<file path="src/rtl/core/txra_pkg.sv">
`default_nettype none

package txra_pkg;

    // Sizes of the statistics store.
    localparam int RATE_COUNT  = 10;
    localparam int COUNT_WIDTH = 32;
    localparam int RATE_IDX_W  = $clog2(RATE_COUNT);

    // Field widths.
    localparam int RATE_W  = 4;
    localparam int PROBE_W = 4;
    localparam int PCT_W   = 7;
    localparam int CFG_W   = 4;

    // Register reset values.
    localparam logic [RATE_W-1:0]  RESET_START_RATE     = RATE_W'(4);
    localparam logic [RATE_W-1:0]  RESET_MAX_RATE       = RATE_W'(9);
    localparam logic [PROBE_W-1:0] RESET_PROBE_INTERVAL = PROBE_W'(10);
    localparam logic [PROBE_W-1:0] PROBE_COUNT_MAX      = PROBE_W'(15);

    // Percentage arithmetic.
    localparam int PCT_SCALE  = 100;
    localparam int OLD_WEIGHT = 7;
    localparam int NEW_WEIGHT = 3;
    localparam int SUM_W      = 10;
    // x / 10 equals (x * 205) >> 11 for every x below 1024.
    localparam int SMOOTH_RECIP = 205;
    localparam int SMOOTH_SHIFT = 11;
    localparam int PROD_W       = SUM_W + 8;

    // Serial divider sizes: the dividend is successes * 100.
    localparam int NUM_W = COUNT_WIDTH + PCT_W;
    localparam int CNT_W = $clog2(NUM_W + 1);

    typedef enum logic [1:0] {
        CFG_START_RATE     = 2'd0,
        CFG_MAX_RATE       = 2'd1,
        CFG_PROBE_INTERVAL = 2'd2,
        CFG_UNUSED         = 2'd3
    } t_cfg_index;

    typedef struct packed {
        logic             done;
        logic [PCT_W-1:0] quot;
    } t_div_res;

endpackage

`default_nettype wire

</file>
<file path="src/rtl/core/tx_rate_adaptation.sv">
// Request words: the result is registered, then loaded into the output register.
// Completion words: the result is computed by the bit-serial divider that shifts
// one of the 39 dividend bits per cycle.
// One word is in work at a time; the output register frees the input side early.
// Synchronous active-low reset restores config and state registers and clears all statistics.
`default_nettype none

module tx_rate_adaptation import txra_pkg::*; (
    input  wire logic               i_clk,
    input  wire logic               i_rst_n,
    input  wire logic               i_cfg_we,
    input  wire logic [1:0]         i_cfg_index,
    input  wire logic [CFG_W-1:0]   i_cfg_data,
    input  wire logic               i_in_valid,
    output logic                    o_in_stall,
    input  wire logic               i_command,
    input  wire logic [RATE_W-1:0]  i_rate_index,
    input  wire logic               i_success,
    output logic                    o_out_valid,
    input  wire logic               i_out_stall,
    output logic [RATE_W-1:0]       o_rate_out,
    output logic                    o_is_probe,
    output logic [PCT_W-1:0]        o_success_percent,
    output logic [PCT_W-1:0]        o_smoothed_percent,
    output logic                    o_bad_index
);

    typedef enum logic [5:0] {
        S_IDLE   = 6'b000001,
        S_LOAD   = 6'b000010,
        S_START  = 6'b000100,
        S_DIV    = 6'b001000,
        S_SUM    = 6'b010000,
        S_SMOOTH = 6'b100000
    } t_state_core;

    // Output handoff is tracked apart from the core states.
    t_state_core r_state, n_state;
    logic        r_pending, n_pending;

    logic [RATE_W-1:0]  r_max_rate;
    logic [PROBE_W-1:0] r_probe_interval;
    logic [RATE_W-1:0]  r_cur_rate, n_cur_rate;
    logic [PROBE_W-1:0] r_probe_count, n_probe_count;

    logic [COUNT_WIDTH-1:0] r_attempt [RATE_COUNT];
    logic [COUNT_WIDTH-1:0] r_success [RATE_COUNT];
    logic [PCT_W-1:0]       r_smooth  [RATE_COUNT];

    logic [RATE_W-1:0]      r_idx;
    logic                   r_ok;
    logic [COUNT_WIDTH-1:0] r_att, n_att;
    logic [COUNT_WIDTH-1:0] r_suc, n_suc;
    logic [PCT_W-1:0]       r_pct;
    logic [SUM_W-1:0]       r_sum, n_sum;

    logic [RATE_W-1:0] r_res_rate;
    logic              r_res_probe;
    logic [PCT_W-1:0]  r_res_pct;
    logic [PCT_W-1:0]  r_res_smooth;
    logic              r_res_bad;

    logic              r_out_valid;
    logic [RATE_W-1:0] r_out_rate;
    logic              r_out_probe;
    logic [PCT_W-1:0]  r_out_pct;
    logic [PCT_W-1:0]  r_out_smooth;
    logic              r_out_bad;

    logic                  in_accept;
    logic                  out_load;
    logic                  idx_bad;
    logic                  take_probe;
    logic [PROBE_W-1:0]    probe_inc;
    logic [RATE_IDX_W-1:0] slot;
    logic [PROD_W-1:0]     smooth_prod;
    logic [PCT_W-1:0]      smooth_val;
    t_div_res              div_res;

    assign o_in_stall = (r_state != S_IDLE) || r_pending;
    assign in_accept  = i_in_valid && !o_in_stall;
    assign out_load   = r_pending && (!r_out_valid || !i_out_stall);
    assign slot       = r_idx[RATE_IDX_W-1:0];
    assign idx_bad    = {28'd0, i_rate_index} >= 32'(RATE_COUNT);

    assign probe_inc  = (r_probe_count == PROBE_COUNT_MAX) ? r_probe_count
                                                           : r_probe_count + PROBE_W'(1);
    assign take_probe = (probe_inc >= r_probe_interval) && (r_cur_rate < r_max_rate);

    assign smooth_prod = PROD_W'(r_sum) * PROD_W'(SMOOTH_RECIP);
    assign smooth_val  = smooth_prod[SMOOTH_SHIFT +: PCT_W];

    txra_div u_div (
        .i_clk       (i_clk),
        .i_rst_n     (i_rst_n),
        .i_start     (r_state == S_START),
        .i_successes (r_suc),
        .i_attempts  (r_att),
        .o_res       (div_res)
    );

    always_comb begin
        n_state       = r_state;
        n_pending     = r_pending;
        n_cur_rate    = r_cur_rate;
        n_probe_count = r_probe_count;
        n_att         = (r_attempt[slot] != '1) ? r_attempt[slot] + COUNT_WIDTH'(1)
                                                : r_attempt[slot];
        n_suc         = (r_ok && (r_success[slot] != '1)) ? r_success[slot] + COUNT_WIDTH'(1)
                                                          : r_success[slot];
        n_sum         = SUM_W'(r_smooth[slot]) * SUM_W'(OLD_WEIGHT)
                      + SUM_W'(r_pct) * SUM_W'(NEW_WEIGHT);
        if (out_load) begin
            n_pending = 1'b0;
        end
        case (r_state)
            S_IDLE: begin
                if (in_accept) begin
                    if (!i_command) begin
                        n_probe_count = take_probe ? '0 : probe_inc;
                        n_pending     = 1'b1;
                    end else if (idx_bad) begin
                        n_pending = 1'b1;
                    end else begin
                        n_state = S_LOAD;
                    end
                end
            end
            S_LOAD: begin
                if (!r_ok && (r_cur_rate != '0)) begin
                    n_cur_rate = r_cur_rate - RATE_W'(1);
                end
                n_state = S_START;
            end
            S_START: begin
                n_state = S_DIV;
            end
            S_DIV: begin
                if (div_res.done) begin
                    n_state = S_SUM;
                end
            end
            S_SUM: begin
                n_state = S_SMOOTH;
            end
            S_SMOOTH: begin
                n_pending = 1'b1;
                n_state   = S_IDLE;
            end
            default: begin
                n_state = S_IDLE;
            end
        endcase
    end

    always_ff @(posedge i_clk) begin
        if (!i_rst_n) begin
            r_state          <= S_IDLE;
            r_pending        <= 1'b0;
            r_max_rate       <= RESET_MAX_RATE;
            r_probe_interval <= RESET_PROBE_INTERVAL;
            r_cur_rate       <= RESET_START_RATE;
            r_probe_count    <= '0;
            r_out_valid      <= 1'b0;
            for (int i = 0; i < RATE_COUNT; i++) begin
                r_attempt[i] <= '0;
                r_success[i] <= '0;
                r_smooth[i]  <= '0;
            end
        end else begin
            r_state       <= n_state;
            r_pending     <= n_pending;
            r_cur_rate    <= n_cur_rate;
            r_probe_count <= n_probe_count;
            if (i_cfg_we) begin
                case (t_cfg_index'(i_cfg_index))
                    // The start rate is reloaded by reset, which also restores
                    // its default, so a write leaves no trace.
                    CFG_START_RATE:     ;
                    CFG_MAX_RATE:       r_max_rate <= i_cfg_data;
                    CFG_PROBE_INTERVAL: r_probe_interval <= i_cfg_data;
                    default:            ;
                endcase
            end
            if (r_state == S_LOAD) begin
                r_attempt[slot] <= n_att;
                r_success[slot] <= n_suc;
            end
            if (r_state == S_SMOOTH) begin
                r_smooth[slot] <= smooth_val;
            end
            if (out_load) begin
                r_out_valid <= 1'b1;
            end else if (!i_out_stall) begin
                r_out_valid <= 1'b0;
            end
        end
    end

    always_ff @(posedge i_clk) begin
        if (in_accept) begin
            r_idx        <= i_rate_index;
            r_ok         <= i_success;
            r_res_rate   <= (!i_command && take_probe) ? r_cur_rate + RATE_W'(1) : r_cur_rate;
            r_res_probe  <= !i_command && take_probe;
            r_res_pct    <= '0;
            r_res_smooth <= '0;
            r_res_bad    <= i_command && idx_bad;
        end
        if (r_state == S_LOAD) begin
            r_att <= n_att;
            r_suc <= n_suc;
        end
        if ((r_state == S_DIV) && div_res.done) begin
            r_pct <= div_res.quot;
        end
        if (r_state == S_SUM) begin
            r_sum <= n_sum;
        end
        if (r_state == S_SMOOTH) begin
            r_res_rate   <= r_cur_rate;
            r_res_pct    <= r_pct;
            r_res_smooth <= smooth_val;
        end
        if (out_load) begin
            r_out_rate   <= r_res_rate;
            r_out_probe  <= r_res_probe;
            r_out_pct    <= r_res_pct;
            r_out_smooth <= r_res_smooth;
            r_out_bad    <= r_res_bad;
        end
    end

    assign o_out_valid        = r_out_valid;
    assign o_rate_out         = r_out_rate;
    assign o_is_probe         = r_out_probe;
    assign o_success_percent  = r_out_pct;
    assign o_smoothed_percent = r_out_smooth;
    assign o_bad_index        = r_out_bad;

endmodule

`default_nettype wire

</file>
<file path="src/rtl/core/txra_div.sv">
`default_nettype none

module txra_div import txra_pkg::*; (
    input  wire logic                   i_clk,
    input  wire logic                   i_rst_n,
    input  wire logic                   i_start,
    input  wire logic [COUNT_WIDTH-1:0] i_successes,
    input  wire logic [COUNT_WIDTH-1:0] i_attempts,
    output t_div_res                    o_res
);

    logic [NUM_W-1:0]       r_num;
    logic [COUNT_WIDTH-1:0] r_den;
    logic [COUNT_WIDTH-1:0] r_rem;
    logic [PCT_W-1:0]       r_quot;
    logic [CNT_W-1:0]       r_cnt;
    logic                   r_done;

    logic [COUNT_WIDTH:0] trial;
    logic [COUNT_WIDTH:0] diff;
    logic                 fits;

    // One dividend bit enters the partial remainder each cycle, MSB first.
    assign trial = {r_rem, r_num[NUM_W-1]};
    assign diff  = trial - {1'b0, r_den};
    assign fits  = trial >= {1'b0, r_den};

    always_ff @(posedge i_clk) begin
        if (!i_rst_n) begin
            r_cnt  <= '0;
            r_done <= 1'b0;
        end else begin
            r_done <= 1'b0;
            if (i_start) begin
                r_num  <= NUM_W'(i_successes) * NUM_W'(PCT_SCALE);
                r_den  <= i_attempts;
                r_rem  <= '0;
                r_quot <= '0;
                r_cnt  <= CNT_W'(NUM_W);
            end else if (r_cnt != '0) begin
                r_num  <= {r_num[NUM_W-2:0], 1'b0};
                r_rem  <= fits ? diff[COUNT_WIDTH-1:0] : trial[COUNT_WIDTH-1:0];
                // The quotient never exceeds 100, so only its low bits are kept.
                r_quot <= {r_quot[PCT_W-2:0], fits};
                r_cnt  <= r_cnt - CNT_W'(1);
                if (r_cnt == CNT_W'(1)) begin
                    r_done <= 1'b1;
                end
            end
        end
    end

    assign o_res.done = r_done;
    assign o_res.quot = r_quot;

endmodule

`default_nettype wire

</file>
<file path="config.mk">
export PLATFORM = sky130hd
export DESIGN_NAME = tx_rate_adaptation
export DESIGN_NICKNAME = d
export VERILOG_FILES = /design/src/rtl/core/txra_pkg.sv /design/src/rtl/core/tx_rate_adaptation.sv /design/src/rtl/core/txra_div.sv
export SDC_FILE = /design/constraint.sdc
export NUM_CORES = 2
export LEC_CHECK = 0
export BUFFER_PORTS_ARGS = -buffer_cell sky130_fd_sc_hd__clkbuf_2
export CORE_ASPECT_RATIO = 1.1
export CORE_MARGIN = 2
export CORE_UTILIZATION = 48
export DETAILED_ROUTE_END_ITERATION = 16
export GPL_ROUTABILITY_DRIVEN = 0
export SYNTH_ARGS = -nofsm -noshare
export SYNTH_HDL_FRONTEND = slang
export SYNTH_SLANG_ARGS = --single-unit
</file>
<file path="constraint.sdc">
create_clock -name i_clk -period 10.2 [get_ports i_clk]
set_clock_uncertainty 0.2 [all_clocks]
set_input_delay 0.51 -clock i_clk [delete_from_list [all_inputs] [get_ports i_clk]]
set_output_delay 0.51 -clock i_clk [all_outputs]
set_load 0.01 [all_outputs]
</file>
==> results_dict.tcl <==
set metrics [dict create \
    multi_input_area_um2 21300 \
    max_stage_delay_ns 0.99 \
    cpLargestDelayFamily "buffers and inverters" \
    diodes 0 \
    routed.top_layer "met4" \
    start_util_pct 48.3 \
    overflow 0 \
    hold_viol 0 \
    crit_fanout 57 \
    avgSynthCellArea_um2 14.7 \
    io_pins 39 \
    post_cts_buffers 0 \
    period_needed_ns 6.34 \
    leakagePower_nw 26.3 \
    drive_above_1_share_pct 14.1 \
    grt_max_degree 99 \
    drtIter0Drc 3474 \
    grt_pass1_vias 38100 \
    synth_top_area_cell "edfxtp_1" \
    grt_pass1_wl_um 249000 \
    hp-class "in -> reg" \
    drt-met1-wl_um 68300 \
    cts-root-buf "clkbuf_16" \
    ctsHtreeMaxLevel 4 \
    ys_seq_area_share_pct 63.6 \
    seq_area_um2 41900 \
    path_clk_slew_ns 0.06 \
    place_area_um2 67500 \
    coreArea_um2 136000 \
    die_h_um 392 \
    finalInstanceArea_um2 72200 \
    holdWs_ns 0.0618 \
    path_buf_inv 3 \
    syn_to_final_growth_pct 9.78 \
    die_width_um 357 \
    cap_viol_max_count 0 \
    syn_area_um2 65800 \
    synth-edff-count 1370 \
    post-route-drc-count 0 \
    slew_headroom_pct 23.3 \
    clock.fmax_ghz 0.158 \
    finalCritPeriodShare_pct 62.2 \
    numCtsBuffers 147 \
    wl_met2_um 84400 \
    vias_per_cell 5.82 \
    antenna_found_initial 3 \
    synth_top_area_share_pct 62.5 \
    postRouteAntennaNets 0 \
    yosys_warnings 0 \
    status "finished, final reports clean" \
    async_reset_ff_share_pct 0 \
    rsz0062_at_grt "false" \
    slowest_stage "dfxtp_4" \
    synth-main-ff-cell "edfxtp_1" \
    arrival_ns 6.60 \
    final_max_slew_viol_count 0 \
    vias 37400 \
    cts_tree "yes" \
    required_ns 10.45 \
    routed_wirelength_um 167000 \
    syn-num-nets 4760 \
    netlist_instances 4471 \
    setup_viol 0 \
    vdd_ir_drop_max_v 0.000196 \
    nFillCells 11200 \
    worst_setup_path_end_kind "register" \
    cts_buffer_depth 3 \
    synth_cell_types 84 \
    avgRoutedWirePerCell_um 26.1 \
    ys_seq_elements 1405 \
    crit_type "reg -> reg" \
    crit_chain "buf_4 > buf_4 > mux4_2 > mux4_2 > and4_1 > and4_1 > nand3_1 > inv_1 > a311oi_2 > nand2_1 > xor2_1 > nor2_1" \
    nets 4790 \
    grt_use_total_pct 24.3 \
    die_area_um2 140000 \
    netlist_top_cells_area "edfxtp_1 (63%), mux4_2 (8.2%), nor2_1 (4.7%), ha_1 (4.0%), mux4_1 (2.0%)" \
    powerDensity_nw_per_um2 251 \
    r2r_slack_ns 3.86 \
    cts.sinks 1405 \
    clk_latency_ns 0.80 \
    tightest_slew_ns 1.15 \
    wl_met3_um 10000 \
    worstSetupStartpointType "register" \
    fin_tns_setup_ns 0 \
    port_buffers 38 \
    rows 142 \
    first_pass_iters 6 \
    dp_hpwl_um 94700 \
]
==> synth_stat cells (7+ instances only) <==
master,instances
and2_1,32
fa_1,63
edfxtp_1,1370
nand2_1,187
nor2_2,8
dfxtp_1,35
a21oi_1,77
buf_6,17
or2_2,8
a211oi_1,17
a21o_1,32
ha_1,209
buf_2,71
nand2b_1,22
clkbuf_1,120
o21bai_1,9
o21a_1,9
a21boi_0,13
inv_1,336
a221oi_1,34
mux4_1,51
mux4_2,240
nor2b_1,23
xnor2_1,79
mux2i_1,123
nand4_1,20
buf_8,7
buf_4,17
nor2_1,819
xor2_1,51
nor3_1,30
nand3_1,56
nand3b_1,11
buf_12,17
a31oi_1,9
and3_1,19
a22oi_1,13
o21ai_0,87
==> through the flow <==
step | utilization [%] | cells | setup WS (ns) | power (W)
after floorplan | - | 4471 | 2.43 | 0.0118
after global routing | 53.1 | 6423 | 3.55 | 0.0191
final | 53.1 | 6423 | 3.86 | 0.0181
after global placement | 49.6 | 6135 | 3.89 | 0.0131
after CTS | 53.1 | 6423 | 3.80 | 0.0183
after detailed placement | 49.6 | 6135 | 3.84 | 0.0131
==> routing by layer <==
metal | vias up | track usage, %
met3 | 320 | 3.68
met2 | 1373 | 41.9
li1 | 16500 | -
met1 | 19200 | 31.7
met5 | - | 0
met4 | 0 | 7.56
==> registers in the layout (all words and copies together) (netlist names), 4 cells and up, named ones only <==
name	count
r_state	6
r_suc	32
o_smoothed_percent	7
u_div.r_cnt	6
r_success	512
u_div.r_den	32
o_success_percent	7
r_sum	10
o_rate_out	4
r_res_smooth	7
r_res_rate	4
r_probe_interval	4
r_idx	4
r_probe_count	4
r_att	32
r_res_pct	7
r_attempt	512
u_div.r_quot	7
r_max_rate	4
u_div.r_num	37
u_div.r_rem	32
r_pct	7
r_cur_rate	4
r_smooth	112
==> worst paths after layout <==
check,startpoint,end,cells after the start
max,register,r_success[9][19],12
min,i_cfg_index[1],r_probe_interval[2],4
max reg2reg,register,r_success[9][19],12
min reg2reg,r_res_rate[3],o_rate_out[3],0
==> worst min-delay path, cell delays in order <==
cell and delay (ns):
clkbuf_2 0.09, nand3b_1 0.20, mux2i_1 0.10, nor2b_1 0.09
==> report_power, final <==
part | switching [W] | internal, W | total (W)
combinational | 0.00360 | 0.00228 | 0.00587
clock | 0.00225 | 0.00288 | 0.00513
sequential | 0.000243 | 0.00690 | 0.00714
==> repair_timing <==
| action | CTS | global route |
|---|---|---|
| endpoints found under the hold margin | 25 | 0 |
| endpoints found under the setup margin | 0 | 0 |
| resized for setup | 0 | 0 |
| hold buffers | 17 | 0 |
==> cell type report <==
cell class	instances	share of cell area, %
clock buffer	205	5.60
clock inverter	66	0.665
inverter	341	1.78
multi-input combinational	2464	29.4
sequential	1405	57.9
tap	1800	3.12
timing repair buffer	142	1.46
==> cell usage in the layout, fill, tap and decap left out, types with 10 or more instances in the layout <==
master / count
xor2_1: 51
a21boi_0: 12
and3_1: 19
nand3_1: 51
a211oi_1: 17
a21oi_1: 76
edfxtp_1: 1370
clkinv_2: 25
nor2_1: 815
clkbuf_16: 154
ha_1: 209
a221oi_1: 34
nor3_1: 27
a21o_1: 32
nor2b_1: 21
clkbuf_1: 51
nand2_4: 10
nand2_1: 175
nand3b_1: 11
dlygate4sd3_1: 17
nand4_1: 20
buf_4: 84
nand2b_1: 22
clkbuf_2: 38
fa_1: 63
mux4_2: 240
mux2i_1: 123
mux4_1: 51
xnor2_1: 79
inv_1: 335
o21ai_0: 86
clkinv_1: 26
and2_1: 32
a22oi_1: 13
dfxtp_1: 32
==> cell families (layout without fill, tap and decap cells) <==
logic type | after synthesis | count (layout) | synth area share, %
AOI/OAI and AO/OA | 359 | 359 | 3.64
xor gates and xnor gates | 130 | 130 | 1.73
adders and majority gates | 272 | 272 | 5.89
buffers and inverters | 602 | 754 | 4.50
DFF | 1405 | 1405 | 63.6
muxes | 420 | 420 | 12.2
and+or+nand+nor | 1283 | 1283 | 8.40
Power figures use the tool's default switching activity.
